<file path="src/rtl/assert_macros.svh">
// Assertion helper macros used by the RTL of the escape-time pixel engine.
// No dependencies; included by the modules that carry concurrent checks.
`ifndef ASSERT_MACROS_SVH
`define ASSERT_MACROS_SVH

// Same-cycle implication check, disabled during reset
`define MEP_ASSERT_IMP(label, clk, rst, ante, cons) \
   label: assert property (@(posedge clk) disable iff (rst) (ante) |-> (cons)) \
      else $error("same-cycle implication check failed");

// Next-cycle implication check, disabled during reset
`define MEP_ASSERT_NXT(label, clk, rst, ante, cons) \
   label: assert property (@(posedge clk) disable iff (rst) (ante) |=> (cons)) \
      else $error("next-cycle implication check failed");

`endif

</file>
<file path="src/rtl/mep_pkg.sv">
// Shared constants, types and register codes of the escape-time pixel engine.
// No dependencies; imported by every other RTL file but assert_macros.svh.
`timescale 1ns / 1ps
`default_nettype none

package mep_pkg;

   // Iteration limit and image geometry
   localparam int MAX_ITER  = 4096;
   localparam int IMAGE_DIM = 1024;
   localparam int COORD_W   = $clog2(IMAGE_DIM);
   localparam int CNT_W     = $clog2(MAX_ITER) + 1;

   // Fixed point formats (Q4.28 registers)
   localparam int FRAC_W  = 28;
   localparam int CFG_W   = 32;
   localparam int STEP_W  = 31;
   localparam int CSR_IDX_W = 2;

   // Shared multiplier
   localparam int MUL_W  = 32;
   localparam int PROD_W = 2 * MUL_W;

   // Iterate width: c and z never wrap at this size
   localparam int Z_W  = STEP_W + COORD_W + 3;
   // Square term floor(v*v / 2^28) for |v| <= 2.0
   localparam int SQ_W = FRAC_W + 3;
   // Cross term floor(2*x*y / 2^28) for |x|,|y| <= 2.0
   localparam int XY_W = FRAC_W + 5;

   localparam logic signed [Z_W-1:0] Z_TWO     = Z_W'(2 ** (FRAC_W + 1));
   localparam logic signed [Z_W-1:0] Z_NEG_TWO = -Z_TWO;
   localparam logic [SQ_W:0]         SQ_FOUR   = (SQ_W + 1)'(2 ** (FRAC_W + 2));

   // Register reset values
   localparam logic [CFG_W-1:0]  RST_WINDOW_LEFT = CFG_W'(-64290292);
   localparam logic [CFG_W-1:0]  RST_WINDOW_TOP  = CFG_W'(177167401);
   localparam logic [STEP_W-1:0] RST_COLUMN_STEP = STEP_W'(3146);
   localparam logic [STEP_W-1:0] RST_ROW_STEP    = STEP_W'(3146);

   // Color ramp: quotient by reciprocal multiply plus one correction
   localparam int NUM_W     = 17;
   localparam int DEN_W     = 11;
   localparam int RCP_SHIFT = 24;
   localparam int RCP_W     = 18;
   localparam int QUO_W     = 8;
   localparam int REM_W     = NUM_W + 2;

   localparam logic [DEN_W-1:0] RAMP_DEN_A = DEN_W'(126);
   localparam logic [DEN_W-1:0] RAMP_DEN_B = DEN_W'(127);
   localparam logic [DEN_W-1:0] RAMP_DEN_C = DEN_W'(255);
   localparam logic [DEN_W-1:0] RAMP_DEN_D = DEN_W'(511);
   localparam logic [DEN_W-1:0] RAMP_DEN_E = DEN_W'(1023);
   localparam logic [DEN_W-1:0] RAMP_DEN_F = DEN_W'(2047);

   localparam logic [RCP_W-1:0] RAMP_RCP_A = RCP_W'((2 ** RCP_SHIFT) / 126);
   localparam logic [RCP_W-1:0] RAMP_RCP_B = RCP_W'((2 ** RCP_SHIFT) / 127);
   localparam logic [RCP_W-1:0] RAMP_RCP_C = RCP_W'((2 ** RCP_SHIFT) / 255);
   localparam logic [RCP_W-1:0] RAMP_RCP_D = RCP_W'((2 ** RCP_SHIFT) / 511);
   localparam logic [RCP_W-1:0] RAMP_RCP_E = RCP_W'((2 ** RCP_SHIFT) / 1023);
   localparam logic [RCP_W-1:0] RAMP_RCP_F = RCP_W'((2 ** RCP_SHIFT) / 2047);

   localparam logic [NUM_W-1:0] RAMP_K62 = NUM_W'(62);
   localparam logic [NUM_W-1:0] RAMP_K63 = NUM_W'(63);

   localparam logic [7:0] RAMP_OFF_RED_A = 8'd128;
   localparam logic [7:0] RAMP_OFF_RED_B = 8'd193;
   localparam logic [7:0] RAMP_OFF_GRN_C = 8'd1;
   localparam logic [7:0] RAMP_OFF_GRN_D = 8'd64;
   localparam logic [7:0] RAMP_OFF_GRN_E = 8'd128;
   localparam logic [7:0] RAMP_OFF_GRN_F = 8'd192;
   localparam logic [7:0] RAMP_FULL      = 8'd255;

   // Register index codes
   typedef enum logic [CSR_IDX_W-1:0] {
      CSR_WINDOW_LEFT = 2'd0,
      CSR_WINDOW_TOP  = 2'd1,
      CSR_COLUMN_STEP = 2'd2,
      CSR_ROW_STEP    = 2'd3
   } csr_index_type;

   // Window registers as seen by the datapath
   typedef struct packed {
      logic [CFG_W-1:0]  window_left;
      logic [CFG_W-1:0]  window_top;
      logic [STEP_W-1:0] column_step;
      logic [STEP_W-1:0] row_step;
   } cfg_type;

   // Operands for the shared multiplier
   typedef struct packed {
      logic signed [MUL_W-1:0] op_a;
      logic signed [MUL_W-1:0] op_b;
   } mul_req_type;

   // Request to the color ramp
   typedef struct packed {
      logic             start;
      logic [CNT_W-1:0] count;
   } ramp_req_type;

   typedef struct packed {
      logic [7:0] red;
      logic [7:0] green;
   } color_type;

endpackage

`default_nettype wire

</file>
<file path="src/rtl/mep_mult.sv">
// Shared signed 32x32 multiplier with a registered product.
// Depends on mep_pkg for operand and product widths.
`timescale 1ns / 1ps
`default_nettype none

module mep_mult import mep_pkg::*; (
   input  wire logic                clock,
   input  mul_req_type              mul_req,
   output logic signed [PROD_W-1:0] mul_prod
);

   logic signed [PROD_W-1:0] prod_ff, prod_in;

   // Full-precision signed product
   assign prod_in = $signed(mul_req.op_a) * $signed(mul_req.op_b);

   always_ff @(posedge clock) begin
      prod_ff <= prod_in;
   end

   assign mul_prod = prod_ff;

endmodule

`default_nettype wire

</file>
<file path="config.mk">
export PLATFORM = sky130hd
export DESIGN_NAME = mep_mult
export DESIGN_NICKNAME = d
export VERILOG_FILES = /design/src/rtl/assert_macros.svh /design/src/rtl/mep_pkg.sv /design/src/rtl/mep_mult.sv
export SDC_FILE = /design/constraint.sdc
export NUM_CORES = 2
export LEC_CHECK = 0
export ABC_AREA = 1
export BUFFER_PORTS_ARGS = -buffer_cell sky130_fd_sc_hd__buf_2
export CORE_MARGIN = 10
export CORE_UTILIZATION = 34
export CTS_BUF_LIST = sky130_fd_sc_hd__clkbuf_16
export DETAILED_ROUTE_END_ITERATION = 10
export PLACE_DENSITY = 0.61
export SLEW_MARGIN = 20
export SYNTH_ARGS = -nofsm -noshare
export SYNTH_HDL_FRONTEND = slang
export SYNTH_SLANG_ARGS = --single-unit
</file>
<file path="constraint.sdc">
create_clock -name clock -period 12.2 [get_ports clock]
set_input_delay 1.83 -clock clock [delete_from_list [all_inputs] [get_ports clock]]
set_output_delay 1.83 -clock clock [all_outputs]
set_load 0.02 [all_outputs]
</file>
After elaboration in Yosys (flattened, before gate mapping):

Cells that the tools add are included.

* logic and storage cells: 2
* input port bits: 65
* bits in registers: 64

* multipliers: 1

Operators with widths (count)
* $mul 32x32->64: 1

Logic depth before layout (Yosys ltp):

* depth in word-level cells: 1
* gate-level depth with buffers: 31

Least setup slack after synthesis:

No wires, ideal clock.

* path type: input-to-reg
* from: input mul_req[63] (netlist name)
* to: register prod_ff[56], in the netlist mul_prod[56]
* buffers on the path: 1
* cell stages on the path: 26
* library setup time: 114 ps
* arrival: 8418 ps
* path slack: 3668 ps
* cell sequence: clkbuf_1 nand2_1 inv_1 fa_1 inv_1 fa_1 inv_1 fa_1 fa_1 inv_1 fa_1 inv_1 fa_1 inv_1 fa_1 fa_1 inv_1 ha_1 a21o_1 nor2_1 nor2_1 or2_2 nor2_1 nand3_1 nand2_1 nand2_1

* cells in the longest elaborated chain, start to end: 1

RTL lines
* start: declaration: line mep_mult.sv:8 `input mul_req_type mul_req,`
* $mul 32x32->64: line mep_mult.sv:15 `assign prod_in = $signed(mul_req.op_a) * $signed(mul_req.op_b);`
* named net prod_in[56]: line mep_mult.sv:12 `logic signed [PROD_W-1:0] prod_ff, prod_in;`
* end signal: assignment: line mep_mult.sv:18 `prod_ff <= prod_in;`
* end: declaration: line mep_mult.sv:12

The timed path passes the listed nets, and every way through them passes these cells.

Final worst setup path:

* from: input mul_req[5] (netlist name)
* to: register prod_ff[62], in the netlist mul_prod[62]

The elaborated chain is that of the path after synthesis.

==> summary.txt <==
DP Wirelength = 97200 um
Slew Viols, Final = 0
Yosys reg bits = 64
Peak Freq = 0.105 GHz
Post CTS Setup Buffer Count = 0
Normalized max-slew margin = 33.6%
Routed WL = 115000 um
Largest net degree at the start of global routing = 33
Critical Path RT = 12.44 ns
IO Pins = 129
Syn Nets = 6377
Fin cells = 6537
Number of H-tree levels = 3
Most common cell after layout, fill and taps aside = inv_1
Hold Startpoint = mul_req[0]
Drt first pass iters = 6
Critical path peak fanout = 32
Sequential-to-total area share from yosys stat = 3.21%
Post-DRT Antenna Nets = 0
# rows = 125
First-pass GRT wire length = 185000 um
Initial Util = 34.3%
Worst hold slack = 2.04 ns
Layout cell share with drive strength beyond 1 = 3.83%
Root Driver = clkbuf_16
CTS tree = built
Num Clock Sinks = 64
CTS Hold Bufs = 0
Dpl cells = 6517
Crit path launch type = primary input
Vias post-DR = 30199
Critical path type = in -> reg
Wire length per cell = 17.6 um
CP Data Arrival Time = 9.72 ns
RSZ-0062 raised after global routing = no
Gate Count Post-Synth = 5046
Worst-Margin Slew = 0.996 ns
Final hold violation count = 0
DP Area = 41800 um^2
Avg Cell Area, Syn = 7.90 um^2
Post-CTS sizing = 0
Syn-to-layout area delta = 5.72%
Nature of the critical path endpoint = flip-flop
Max reg flops = 64
Setup-failing EPs final = 0
Hold Path End = mul_prod[0]$_DFF_P_
Drt drc = 0
Ys Warns = 0
Chip height = 362 um
CTS Buf Count = 9
Fin crit share = 77.7%
Initial antenna violation count = 15
Hold path depth = 4
Design Area, Final = 42100 um^2
Final setup TNS = 0 ns
Fin crit period = 9.48 ns
Vias in the first global route = 33129
Hold WC Path Type = in -> reg
Core area = 116000 um^2
Number of library cell types mapped by synthesis = 32
Placer Congestion = 0.964
I/O Buffers = 128
Max cap viols = 0
Total track usage = 17.9%
Avg Vias per Cell = 4.62
Max Root-Sink Buffers = 2
Gr ovfl total = 0
Die footprint = 131000 um^2
DRT iter0 DRCs = 1887
Most used cell, CP = fa_1
Clock transition at path regs = 0.06 ns
Die X = 362 um
Worst path slowest cell = fa_1
Post-synth design cell area = 39900 um^2
Fillers = 12252
Final nets = 6335
Status = finished, final reports clean
Delay of the slowest critical-path stage = 0.82 ns
Commonest cells after routing, fill and taps aside = inv_1, nand2_1, fa_1
-- worst max-delay path: cells and delay by family --
family,cells,cell delay (ns)
and+or+nand+nor,9,1.39
buffers and inverters,8,1.79
adders and majority gates,9,4.65
-- per-layer routing --
layer	GRT usage [%]	part of all wire (%)
met3	2.03	5.1
met4	5.60	3.6
met1	21.9	39
met2	32.7	52
met5	0	0.020
-- how the worst max path moves through the flow --
stage / start / endpoint / slack (ns) / cells past startpoint
final: mul_req[5] / mul_prod[62]$_DFF_P_ / 2.72 / 26
after global routing: mul_req[5] / mul_prod[57]$_DFF_P_ / 2.26 / 28
after CTS: mul_req[63] / mul_prod[61]$_DFF_P_ / 2.71 / 28
after detailed placement: mul_req[63] / mul_prod[61]$_DFF_P_ / 2.38 / 28
after global placement: mul_req[63] / mul_prod[61]$_DFF_P_ / 2.55 / 28
after floorplan: mul_req[63] / mul_prod[56]$_DFF_P_ / 3.67 / 26
-- cell families after synthesis --
group	after synthesis	share of synthesized area [%]
buf+inv	1851	17.4
xor+xnor	36	0.791
simple gates	1725	17.0
compound gates	104	1.40
flops	64	3.21
fa+ha+maj	1266	60.1
-- area by class of cell --
cell class	count	area, um^2	area share, %
Inverter	1659	6230	14.8
Clock buffer	9	225	0.535
Tap cell	1524	1910	4.53
Multi-Input combinational cell	3131	31600	75.1
Timing Repair Buffer	139	723	1.72
Antenna cell	5	12.5	0.0297
Sequential cell	64	1280	3.04
Clock inverter	6	133	0.315
-- cells in the mapped netlist (all sizes together) --
| library cell | n | area (um^2) |
|---|---|---|
| nor3 | 8 | 51.3 |
| and2 | 2 | 12.5 |
| or2 | 9 | 56.3 |
| nor4 | 5 | 37.5 |
| xnor2 | 6 | 52.6 |
| o21bai | 9 | 67.6 |
| a21boi | 1 | 7.51 |
| nand3 | 76 | 415 |
| o21a | 2 | 15.0 |
| xor2 | 30 | 263 |
| a21o | 2 | 15.0 |
| nand2 | 1452 | 5470 |
| o21ai | 22 | 110 |
| inv | 1659 | 6230 |
| nor2 | 152 | 613 |
| ha | 184 | 2300 |
| nand4 | 20 | 125 |
| dfxtp | 64 | 1280 |
| a21oi | 68 | 344 |
| fa | 1082 | 21700 |
| clkbuf | 192 | 721 |
| nand2b | 1 | 6.26 |
-- through the flow --
stage / setup slack (ns) / utilization, %
3_3_place_gp: 2.55 / 35.9
4_1_cts: 2.71 / 36.2
6_report: 2.72 / 36.2
3_5_place_dp: 2.38 / 35.9
5_1_grt: 2.26 / 36.2
2_1_floorplan: 3.67 / -
Power is not shown: default switching activity piles up to over one toggle a cycle in this logic, so the estimate is an artifact.
