**src/rtl/assert_macros.svh**
```systemverilog
// Assertion helper macros used by the RTL of the escape-time pixel engine.
// No dependencies; included by the modules that carry concurrent checks.
`ifndef ASSERT_MACROS_SVH
`define ASSERT_MACROS_SVH

// Same-cycle implication check, disabled during reset
`define MEP_ASSERT_IMP(label, clk, rst, ante, cons) \
   label: assert property (@(posedge clk) disable iff (rst) (ante) |-> (cons)) \
      else $error("same-cycle implication check failed");

// Next-cycle implication check, disabled during reset
`define MEP_ASSERT_NXT(label, clk, rst, ante, cons) \
   label: assert property (@(posedge clk) disable iff (rst) (ante) |=> (cons)) \
      else $error("next-cycle implication check failed");

`endif

```
**src/rtl/mep_pkg.sv**
```systemverilog
// Shared constants, types and register codes of the escape-time pixel engine.
// No dependencies; imported by every other RTL file but assert_macros.svh.
`timescale 1ns / 1ps
`default_nettype none

package mep_pkg;

   // Iteration limit and image geometry
   localparam int MAX_ITER  = 4096;
   localparam int IMAGE_DIM = 1024;
   localparam int COORD_W   = $clog2(IMAGE_DIM);
   localparam int CNT_W     = $clog2(MAX_ITER) + 1;

   // Fixed point formats (Q4.28 registers)
   localparam int FRAC_W  = 28;
   localparam int CFG_W   = 32;
   localparam int STEP_W  = 31;
   localparam int CSR_IDX_W = 2;

   // Shared multiplier
   localparam int MUL_W  = 32;
   localparam int PROD_W = 2 * MUL_W;

   // Iterate width: c and z never wrap at this size
   localparam int Z_W  = STEP_W + COORD_W + 3;
   // Square term floor(v*v / 2^28) for |v| <= 2.0
   localparam int SQ_W = FRAC_W + 3;
   // Cross term floor(2*x*y / 2^28) for |x|,|y| <= 2.0
   localparam int XY_W = FRAC_W + 5;

   localparam logic signed [Z_W-1:0] Z_TWO     = Z_W'(2 ** (FRAC_W + 1));
   localparam logic signed [Z_W-1:0] Z_NEG_TWO = -Z_TWO;
   localparam logic [SQ_W:0]         SQ_FOUR   = (SQ_W + 1)'(2 ** (FRAC_W + 2));

   // Register reset values
   localparam logic [CFG_W-1:0]  RST_WINDOW_LEFT = CFG_W'(-64290292);
   localparam logic [CFG_W-1:0]  RST_WINDOW_TOP  = CFG_W'(177167401);
   localparam logic [STEP_W-1:0] RST_COLUMN_STEP = STEP_W'(3146);
   localparam logic [STEP_W-1:0] RST_ROW_STEP    = STEP_W'(3146);

   // Color ramp: quotient by reciprocal multiply plus one correction
   localparam int NUM_W     = 17;
   localparam int DEN_W     = 11;
   localparam int RCP_SHIFT = 24;
   localparam int RCP_W     = 18;
   localparam int QUO_W     = 8;
   localparam int REM_W     = NUM_W + 2;

   localparam logic [DEN_W-1:0] RAMP_DEN_A = DEN_W'(126);
   localparam logic [DEN_W-1:0] RAMP_DEN_B = DEN_W'(127);
   localparam logic [DEN_W-1:0] RAMP_DEN_C = DEN_W'(255);
   localparam logic [DEN_W-1:0] RAMP_DEN_D = DEN_W'(511);
   localparam logic [DEN_W-1:0] RAMP_DEN_E = DEN_W'(1023);
   localparam logic [DEN_W-1:0] RAMP_DEN_F = DEN_W'(2047);

   localparam logic [RCP_W-1:0] RAMP_RCP_A = RCP_W'((2 ** RCP_SHIFT) / 126);
   localparam logic [RCP_W-1:0] RAMP_RCP_B = RCP_W'((2 ** RCP_SHIFT) / 127);
   localparam logic [RCP_W-1:0] RAMP_RCP_C = RCP_W'((2 ** RCP_SHIFT) / 255);
   localparam logic [RCP_W-1:0] RAMP_RCP_D = RCP_W'((2 ** RCP_SHIFT) / 511);
   localparam logic [RCP_W-1:0] RAMP_RCP_E = RCP_W'((2 ** RCP_SHIFT) / 1023);
   localparam logic [RCP_W-1:0] RAMP_RCP_F = RCP_W'((2 ** RCP_SHIFT) / 2047);

   localparam logic [NUM_W-1:0] RAMP_K62 = NUM_W'(62);
   localparam logic [NUM_W-1:0] RAMP_K63 = NUM_W'(63);

   localparam logic [7:0] RAMP_OFF_RED_A = 8'd128;
   localparam logic [7:0] RAMP_OFF_RED_B = 8'd193;
   localparam logic [7:0] RAMP_OFF_GRN_C = 8'd1;
   localparam logic [7:0] RAMP_OFF_GRN_D = 8'd64;
   localparam logic [7:0] RAMP_OFF_GRN_E = 8'd128;
   localparam logic [7:0] RAMP_OFF_GRN_F = 8'd192;
   localparam logic [7:0] RAMP_FULL      = 8'd255;

   // Register index codes
   typedef enum logic [CSR_IDX_W-1:0] {
      CSR_WINDOW_LEFT = 2'd0,
      CSR_WINDOW_TOP  = 2'd1,
      CSR_COLUMN_STEP = 2'd2,
      CSR_ROW_STEP    = 2'd3
   } csr_index_type;

   // Window registers as seen by the datapath
   typedef struct packed {
      logic [CFG_W-1:0]  window_left;
      logic [CFG_W-1:0]  window_top;
      logic [STEP_W-1:0] column_step;
      logic [STEP_W-1:0] row_step;
   } cfg_type;

   // Operands for the shared multiplier
   typedef struct packed {
      logic signed [MUL_W-1:0] op_a;
      logic signed [MUL_W-1:0] op_b;
   } mul_req_type;

   // Request to the color ramp
   typedef struct packed {
      logic             start;
      logic [CNT_W-1:0] count;
   } ramp_req_type;

   typedef struct packed {
      logic [7:0] red;
      logic [7:0] green;
   } color_type;

endpackage

`default_nettype wire

```
**src/rtl/mep_ramp.sv**
```systemverilog
// Maps an escape count to red and green through the piecewise color ramp.
// Three stages: segment select, reciprocal multiply, remainder correction.
// Depends on mep_pkg.
`timescale 1ns / 1ps
`default_nettype none

module mep_ramp import mep_pkg::*; (
   input  wire logic  clock,
   input  wire logic  reset,
   input  ramp_req_type ramp_req,
   output logic       ramp_done,
   output color_type  ramp_color
);

   logic [NUM_W-1:0] num_in, num_ff;
   logic [DEN_W-1:0] den_in, den_ff;
   logic [RCP_W-1:0] rcp_in, rcp_ff;
   logic [7:0]       off_in, off_ff;
   logic             red_sel_in, red_sel_ff;
   logic             direct_in, direct_ff;
   color_type        dcolor_in, dcolor_ff;
   logic             s1_vld_ff, s2_vld_ff, done_ff;

   logic [NUM_W+RCP_W-1:0] nm_prod;
   logic [QUO_W-1:0]       q0_in, q0_ff;
   logic [REM_W-1:0]       rem;
   logic [QUO_W-1:0]       quo;
   logic [7:0]             level;
   color_type              color_in, color_ff;

   // Pick the ramp segment for this count
   always_comb begin
      num_in     = '0;
      den_in     = RAMP_DEN_A;
      rcp_in     = RAMP_RCP_A;
      off_in     = 8'd0;
      red_sel_in = 1'b1;
      direct_in  = 1'b0;
      dcolor_in  = '0;
      priority if (ramp_req.count[CNT_W-1]) begin
         // never escaped: black
         direct_in = 1'b1;
      end else if (ramp_req.count < CNT_W'(64)) begin
         direct_in     = 1'b1;
         dcolor_in.red = {ramp_req.count[6:0], 1'b0};
      end else if (ramp_req.count < CNT_W'(128)) begin
         num_in = NUM_W'({ramp_req.count[5:0], 7'b0});
         den_in = RAMP_DEN_A;
         rcp_in = RAMP_RCP_A;
         off_in = RAMP_OFF_RED_A;
      end else if (ramp_req.count < CNT_W'(256)) begin
         num_in = NUM_W'(ramp_req.count[6:0]) * RAMP_K62;
         den_in = RAMP_DEN_B;
         rcp_in = RAMP_RCP_B;
         off_in = RAMP_OFF_RED_B;
      end else if (ramp_req.count < CNT_W'(512)) begin
         num_in     = NUM_W'(ramp_req.count[7:0]) * RAMP_K62;
         den_in     = RAMP_DEN_C;
         rcp_in     = RAMP_RCP_C;
         off_in     = RAMP_OFF_GRN_C;
         red_sel_in = 1'b0;
      end else if (ramp_req.count < CNT_W'(1024)) begin
         num_in     = NUM_W'(ramp_req.count[8:0]) * RAMP_K63;
         den_in     = RAMP_DEN_D;
         rcp_in     = RAMP_RCP_D;
         off_in     = RAMP_OFF_GRN_D;
         red_sel_in = 1'b0;
      end else if (ramp_req.count < CNT_W'(2048)) begin
         num_in     = NUM_W'(ramp_req.count[9:0]) * RAMP_K63;
         den_in     = RAMP_DEN_E;
         rcp_in     = RAMP_RCP_E;
         off_in     = RAMP_OFF_GRN_E;
         red_sel_in = 1'b0;
      end else begin
         num_in     = NUM_W'(ramp_req.count[10:0]) * RAMP_K63;
         den_in     = RAMP_DEN_F;
         rcp_in     = RAMP_RCP_F;
         off_in     = RAMP_OFF_GRN_F;
         red_sel_in = 1'b0;
      end
   end

   // Estimate the quotient; it is exact or one short
   assign nm_prod = (NUM_W + RCP_W)'(num_ff) * (NUM_W + RCP_W)'(rcp_ff);
   assign q0_in   = nm_prod[RCP_SHIFT+QUO_W-1:RCP_SHIFT];

   // Correct the estimate and assemble the color
   always_comb begin
      rem      = REM_W'(num_ff) - REM_W'(q0_ff) * REM_W'(den_ff);
      quo      = q0_ff + QUO_W'(rem >= REM_W'(den_ff));
      level    = off_ff + quo;
      color_in = '0;
      priority if (direct_ff) begin
         color_in = dcolor_ff;
      end else if (red_sel_ff) begin
         color_in.red = level;
      end else begin
         color_in.red   = RAMP_FULL;
         color_in.green = level;
      end
   end

   // Stage registers hold until the next start
   always_ff @(posedge clock) begin
      if (ramp_req.start) begin
         num_ff     <= num_in;
         den_ff     <= den_in;
         rcp_ff     <= rcp_in;
         off_ff     <= off_in;
         red_sel_ff <= red_sel_in;
         direct_ff  <= direct_in;
         dcolor_ff  <= dcolor_in;
      end
      if (s1_vld_ff) begin
         q0_ff <= q0_in;
      end
      if (s2_vld_ff) begin
         color_ff <= color_in;
      end
   end

   // Advance the stage valids
   always_ff @(posedge clock) begin
      if (reset) begin
         s1_vld_ff <= 1'b0;
         s2_vld_ff <= 1'b0;
         done_ff   <= 1'b0;
      end else begin
         s1_vld_ff <= ramp_req.start;
         s2_vld_ff <= s1_vld_ff;
         done_ff   <= s2_vld_ff;
      end
   end

   assign ramp_done  = done_ff;
   assign ramp_color = color_ff;

endmodule

`default_nettype wire

```
**config.mk**
```make
export PLATFORM = sky130hd
export DESIGN_NAME = mep_ramp
export DESIGN_NICKNAME = d
export VERILOG_FILES = /design/src/rtl/assert_macros.svh /design/src/rtl/mep_pkg.sv /design/src/rtl/mep_ramp.sv
export SDC_FILE = /design/constraint.sdc
export NUM_CORES = 1
export LEC_CHECK = 0
export ABC_AREA = 1
export ABC_CLOCK_PERIOD_IN_PS = 14850
export BUFFER_PORTS_ARGS = -buffer_cell sky130_fd_sc_hd__buf_4
export CORE_ASPECT_RATIO = 1.75
export CORE_MARGIN = 2
export CORE_UTILIZATION = 50
export CTS_BUF_LIST = sky130_fd_sc_hd__clkbuf_8 sky130_fd_sc_hd__clkbuf_16
export DETAILED_ROUTE_END_ITERATION = 6
export GPL_TIMING_DRIVEN = 0
export PLACE_DENSITY = 0.68
export SYNTH_ARGS = -nofsm -noshare
export SYNTH_HDL_FRONTEND = slang
export SYNTH_SLANG_ARGS = --single-unit
```
**constraint.sdc**
```tcl
create_clock -name clock -period 14.85 [get_ports clock]
set_clock_uncertainty 0.2 [all_clocks]
set_input_delay 0.7425 -clock clock [delete_from_list [all_inputs] [get_ports clock]]
set_output_delay 0.7425 -clock clock [all_outputs]
set_load 0.01 [all_outputs]
```
# After elaboration in Yosys (flattened, before gate mapping)
# Cells that the tools add are included.
# word_totals
regBits	91
in_bits	16
output_inout_bits	17
word_cells	76
# op_classes
n_addsub	3
mul	7
order_cmp	7
mux	23
n_bitwise	1
reduce_logical	8
# ops
cell	n
$mux W8	7
$mux W16	3
$mul A17 B18 Y32	1
$mux W15	2
$mux W13	2
$ge A19 B11 Y1	1
$mul A8 B11 Y19	1
$sub A17 B19 Y19	1
$mul A11 B6 Y17 const B	1
$mux W17	1
$mul A10 B6 Y16 const B	1
$mul A9 B6 Y15 const B	1
$mux W14	1
$lt A13 B10 Y1 const B	1
$lt A13 B11 Y1 const B	1
$lt A13 B12 Y1 const B	1
$lt A13 B7 Y1 const B	1
$lt A13 B8 Y1 const B	1
$lt A13 B9 Y1 const B	1
$mul A8 B5 Y13 const B	1
$mul A7 B5 Y12 const B	1
$mux W12	1
$mux W11	1
$mux W9	1
other kinds (11)	15

# Longest topological paths before layout
# logic_depth
word_depth	7
mapped_depth	35
depth_no_buf	34

# Worst setup path after synthesis
# OpenSTA, ideal clock, no wires.
# synth_timing
path_type	flip-flop to flip-flop
start	register q0_ff[3]
end	register color_ff, in the netlist ramp_color[14], data pin
setup_time_ns	0.255
arrival_time_ns	6.008
required_ns	14.395
setup_slack_ns	8.387
stages_incl_launch_ff	34
path_buffers	1
synth_period_minus_slack_ns	6.463
cell_sequence	edfxtp_1 > clkbuf_1 > inv_1 > fa_1 > fa_1 > fa_1 > inv_1 > fa_1 > inv_1 > ha_1 > nand2_1 > inv_1 > nand2_1 > nand2_1 > a21oi_1 > nand2_1 > xor2_1 > ha_1 > nand2_1 > nor2_1 > a211oi_1 > o21ai_0 > nor2_1 > nand4_1 > nor2_1 > nand2_1 > fa_1 > ha_1 > nand3_1 > nor3_1 > xor2_1 > nand2_1 > o21ai_0 > inv_1
# synth_lines
element	line	rtl
start: declaration	mep_ramp.sv:25	logic [QUO_W-1:0] q0_in, q0_ff;
start signal: assignment	mep_ramp.sv:115	q0_ff <= q0_in;
end signal: assignment	mep_ramp.sv:118	color_ff <= color_in;
end: declaration	mep_ramp.sv:29	color_type color_in, color_ff;

==> flow_summary.ini <==
[worst_setup_path]
path_max_fanout = 8
crit_arrival_ns = 7.42
crit_top_cell = nand2_1
endpoint_kind = flop
worstPathRequired_ns = 14.73
crit_slowest_cell = fa_1
critPathKind = flop to flop
max_stage_delay_ns = 0.61
critPathLaunchType = flop

[timing]
setup_tns_ns = 0
setup_viol = 0
relSlewSlack_pct = 41.47
rsz0062_at_grt = false
hold_viol = 0
fin_crit_ns = 7.537
max_freq_mhz = 132.7
finalCritPeriodShare_pct = 50.76
final_max_slew_viol_count = 0
worst_pin_slew_ns = 0.8779

[clocking]
numCtsBuffers = 9
clk_pin_slew_worst_paths_ns = 0.06
cts.sinks = 67
htreeDepth = 3
cts_resized = 0
holdBufCountCts = 0
post-cts-setup-buffers = 0
cts_root_buf = clkbuf_16
worstSkewPairLatency_ns = 0.32
ctsLongestPathBuffers = 2
cts_tree = built

[routing]
wirelength_um = 51160
drc_errors = 0
antenna_left = 0
first_pass_iters = 6
drt-initial-drc-count = 641
via_per_inst = 5.239
wire_per_inst_um = 18.59
vias = 14417

[floorplan]
rows = 92
io_pins = 33
die_w_um = 147.6
die_h_um = 255.2
dieArea_mm2 = 0.03766
start_util_pct = 50.37
fp.coreArea_mm2 = 0.03580

[placed_design]
portBuffers = 32
detailed_place_hpwl_um = 45350
gp_congestion = 1.001

[status]
status = completed

[global_route]
grt_pass1_vias = 15673
grt_pass1_wl_um = 81070
grt_antenna_before_repair = 0
grt_overflow = 0
grt_max_degree = 42
grtUsageTotal_pct = 28.33

[min_path]
min-delay-path-class = flop to flop

[logic_synthesis]
synthCells = 2234
synth_ff_type = edfxtp_1
yosysMostFrequentCell = inv_1
synth_edf_count = 64
syn_area_per_cell_um2 = 8.072
ys_top_cells_by_area = fa_1, ha_1, inv_1, edfxtp_1, nand2_1
yosysTopAreaCellShare_pct = 31.31
synthDistinctLibCells = 43
syn_nets = 2812
synth-async-reset-ratio_pct = 0
syn_area_mm2 = 0.01803
seq_area_frac_synth_pct = 10.99
netlist_top_cells_count = inv_1, nand2_1, fa_1
ys_warn_count = 0
synth_top_area_cell = fa_1
synth-seq-cells = 67

[layout]
area_delta_synth_final_pct = 6.363
final_nets = 2855
fill_cells = 3383
drive_gt1_share_pct = 3.024
num_antenna_cells = 0

[flow_run]
drv_cap = 0
state kept, by name, indices dropped and copies added (netlist names):
name	cells
ramp_done	1
red_sel_ff	1
ramp_color	16
num_ff	17
off_ff	3
dcolor_ff	7
s2_vld_ff	1
direct_ff	1
s1_vld_ff	1
rcp_ff	7
q0_ff	8
den_ff	4
area by class of cell:
class	count	area [µm²]	area share, %
plain buffers	31	127.6	0.6654
clock inverters	7	93.84	0.4893
well taps	470	588.1	3.066
multi-input cells	1465	13400	69.89
clock buffers	9	225.2	1.174
repair buffers	32	240.2	1.253
inverters	671	2519	13.13
flip-flops and latches	67	1982	10.33
per-layer routing:
layer,part of all wire [%],GRT usage [%],up-vias
met4,11,24.70,0
met2,54,54.13,450
met5,0,0,-
met3,3.2,2.282,223
met1,32,26.81,6906
li1,-,-,6838
layout by cell type (no fill, tap or decap), drive strengths merged, types with 13 or more instances in the layout:
cell type  instances
nor2             111
o21bai            13
clkbuf            34
xnor2             19
ha               280
nand4             29
inv              672
a21oi             95
edfxtp            64
o21ai             42
nor3              23
fa               282
xor2              21
buf               38
nand2            417
nand3             83
cells by family (layout without fill, tap and decap cells):
kind of cell | count (synthesis) | count (layout) | share of synthesized area, %
compound gates | 188 | 188 | 5.974
fa+ha+maj | 562 | 562 | 50.74
xor+xnor | 40 | 40 | 1.943
buf+inv | 702 | 750 | 14.68
simple gates | 675 | 675 | 15.68
flops | 67 | 67 | 10.99
final timing paths:
path / endpoint / slack (ns) / startpoint / cells past startpoint
min: ramp_color[13] / 0.34 / dcolor_ff[13] / 2
max reg2reg: ramp_color[14] / 7.31 / q0_ff[3] / 33
min reg2reg: ramp_color[13] / 0.34 / dcolor_ff[13] / 2
max: ramp_color[14] / 7.31 / q0_ff[3] / 33
metrics by stage:
step	cells	setup slack (ns)	hold WS (ns)	util, %	area (µm²)
after global placement	2736	7.336	0.3161	52.68	18860
after CTS	2752	7.279	0.3411	53.58	19180
final	2752	7.313	0.3356	53.58	19180
after detailed placement	2736	7.279	0.3309	52.68	18860
after floorplan	2234	8.387	0.2970	-	18030
after global routing	2752	6.793	0.3581	53.58	19180
critical path, delay by kind of cell, from the launching register on:
family / cells / cell delay (ns)
xor gates and xnor gates: 2 / 0.43
DFF: 1 / 0.41
adders and majority gates: 8 / 3.33
and+or+nand+nor: 14 / 1.65
AOI/OAI and AO/OA: 3 / 0.42
buffers and inverters: 6 / 0.84
Power is left out: the tool's default activity adds up to more than one toggle a clock period on the data nets, which glitch-free logic cannot reach.
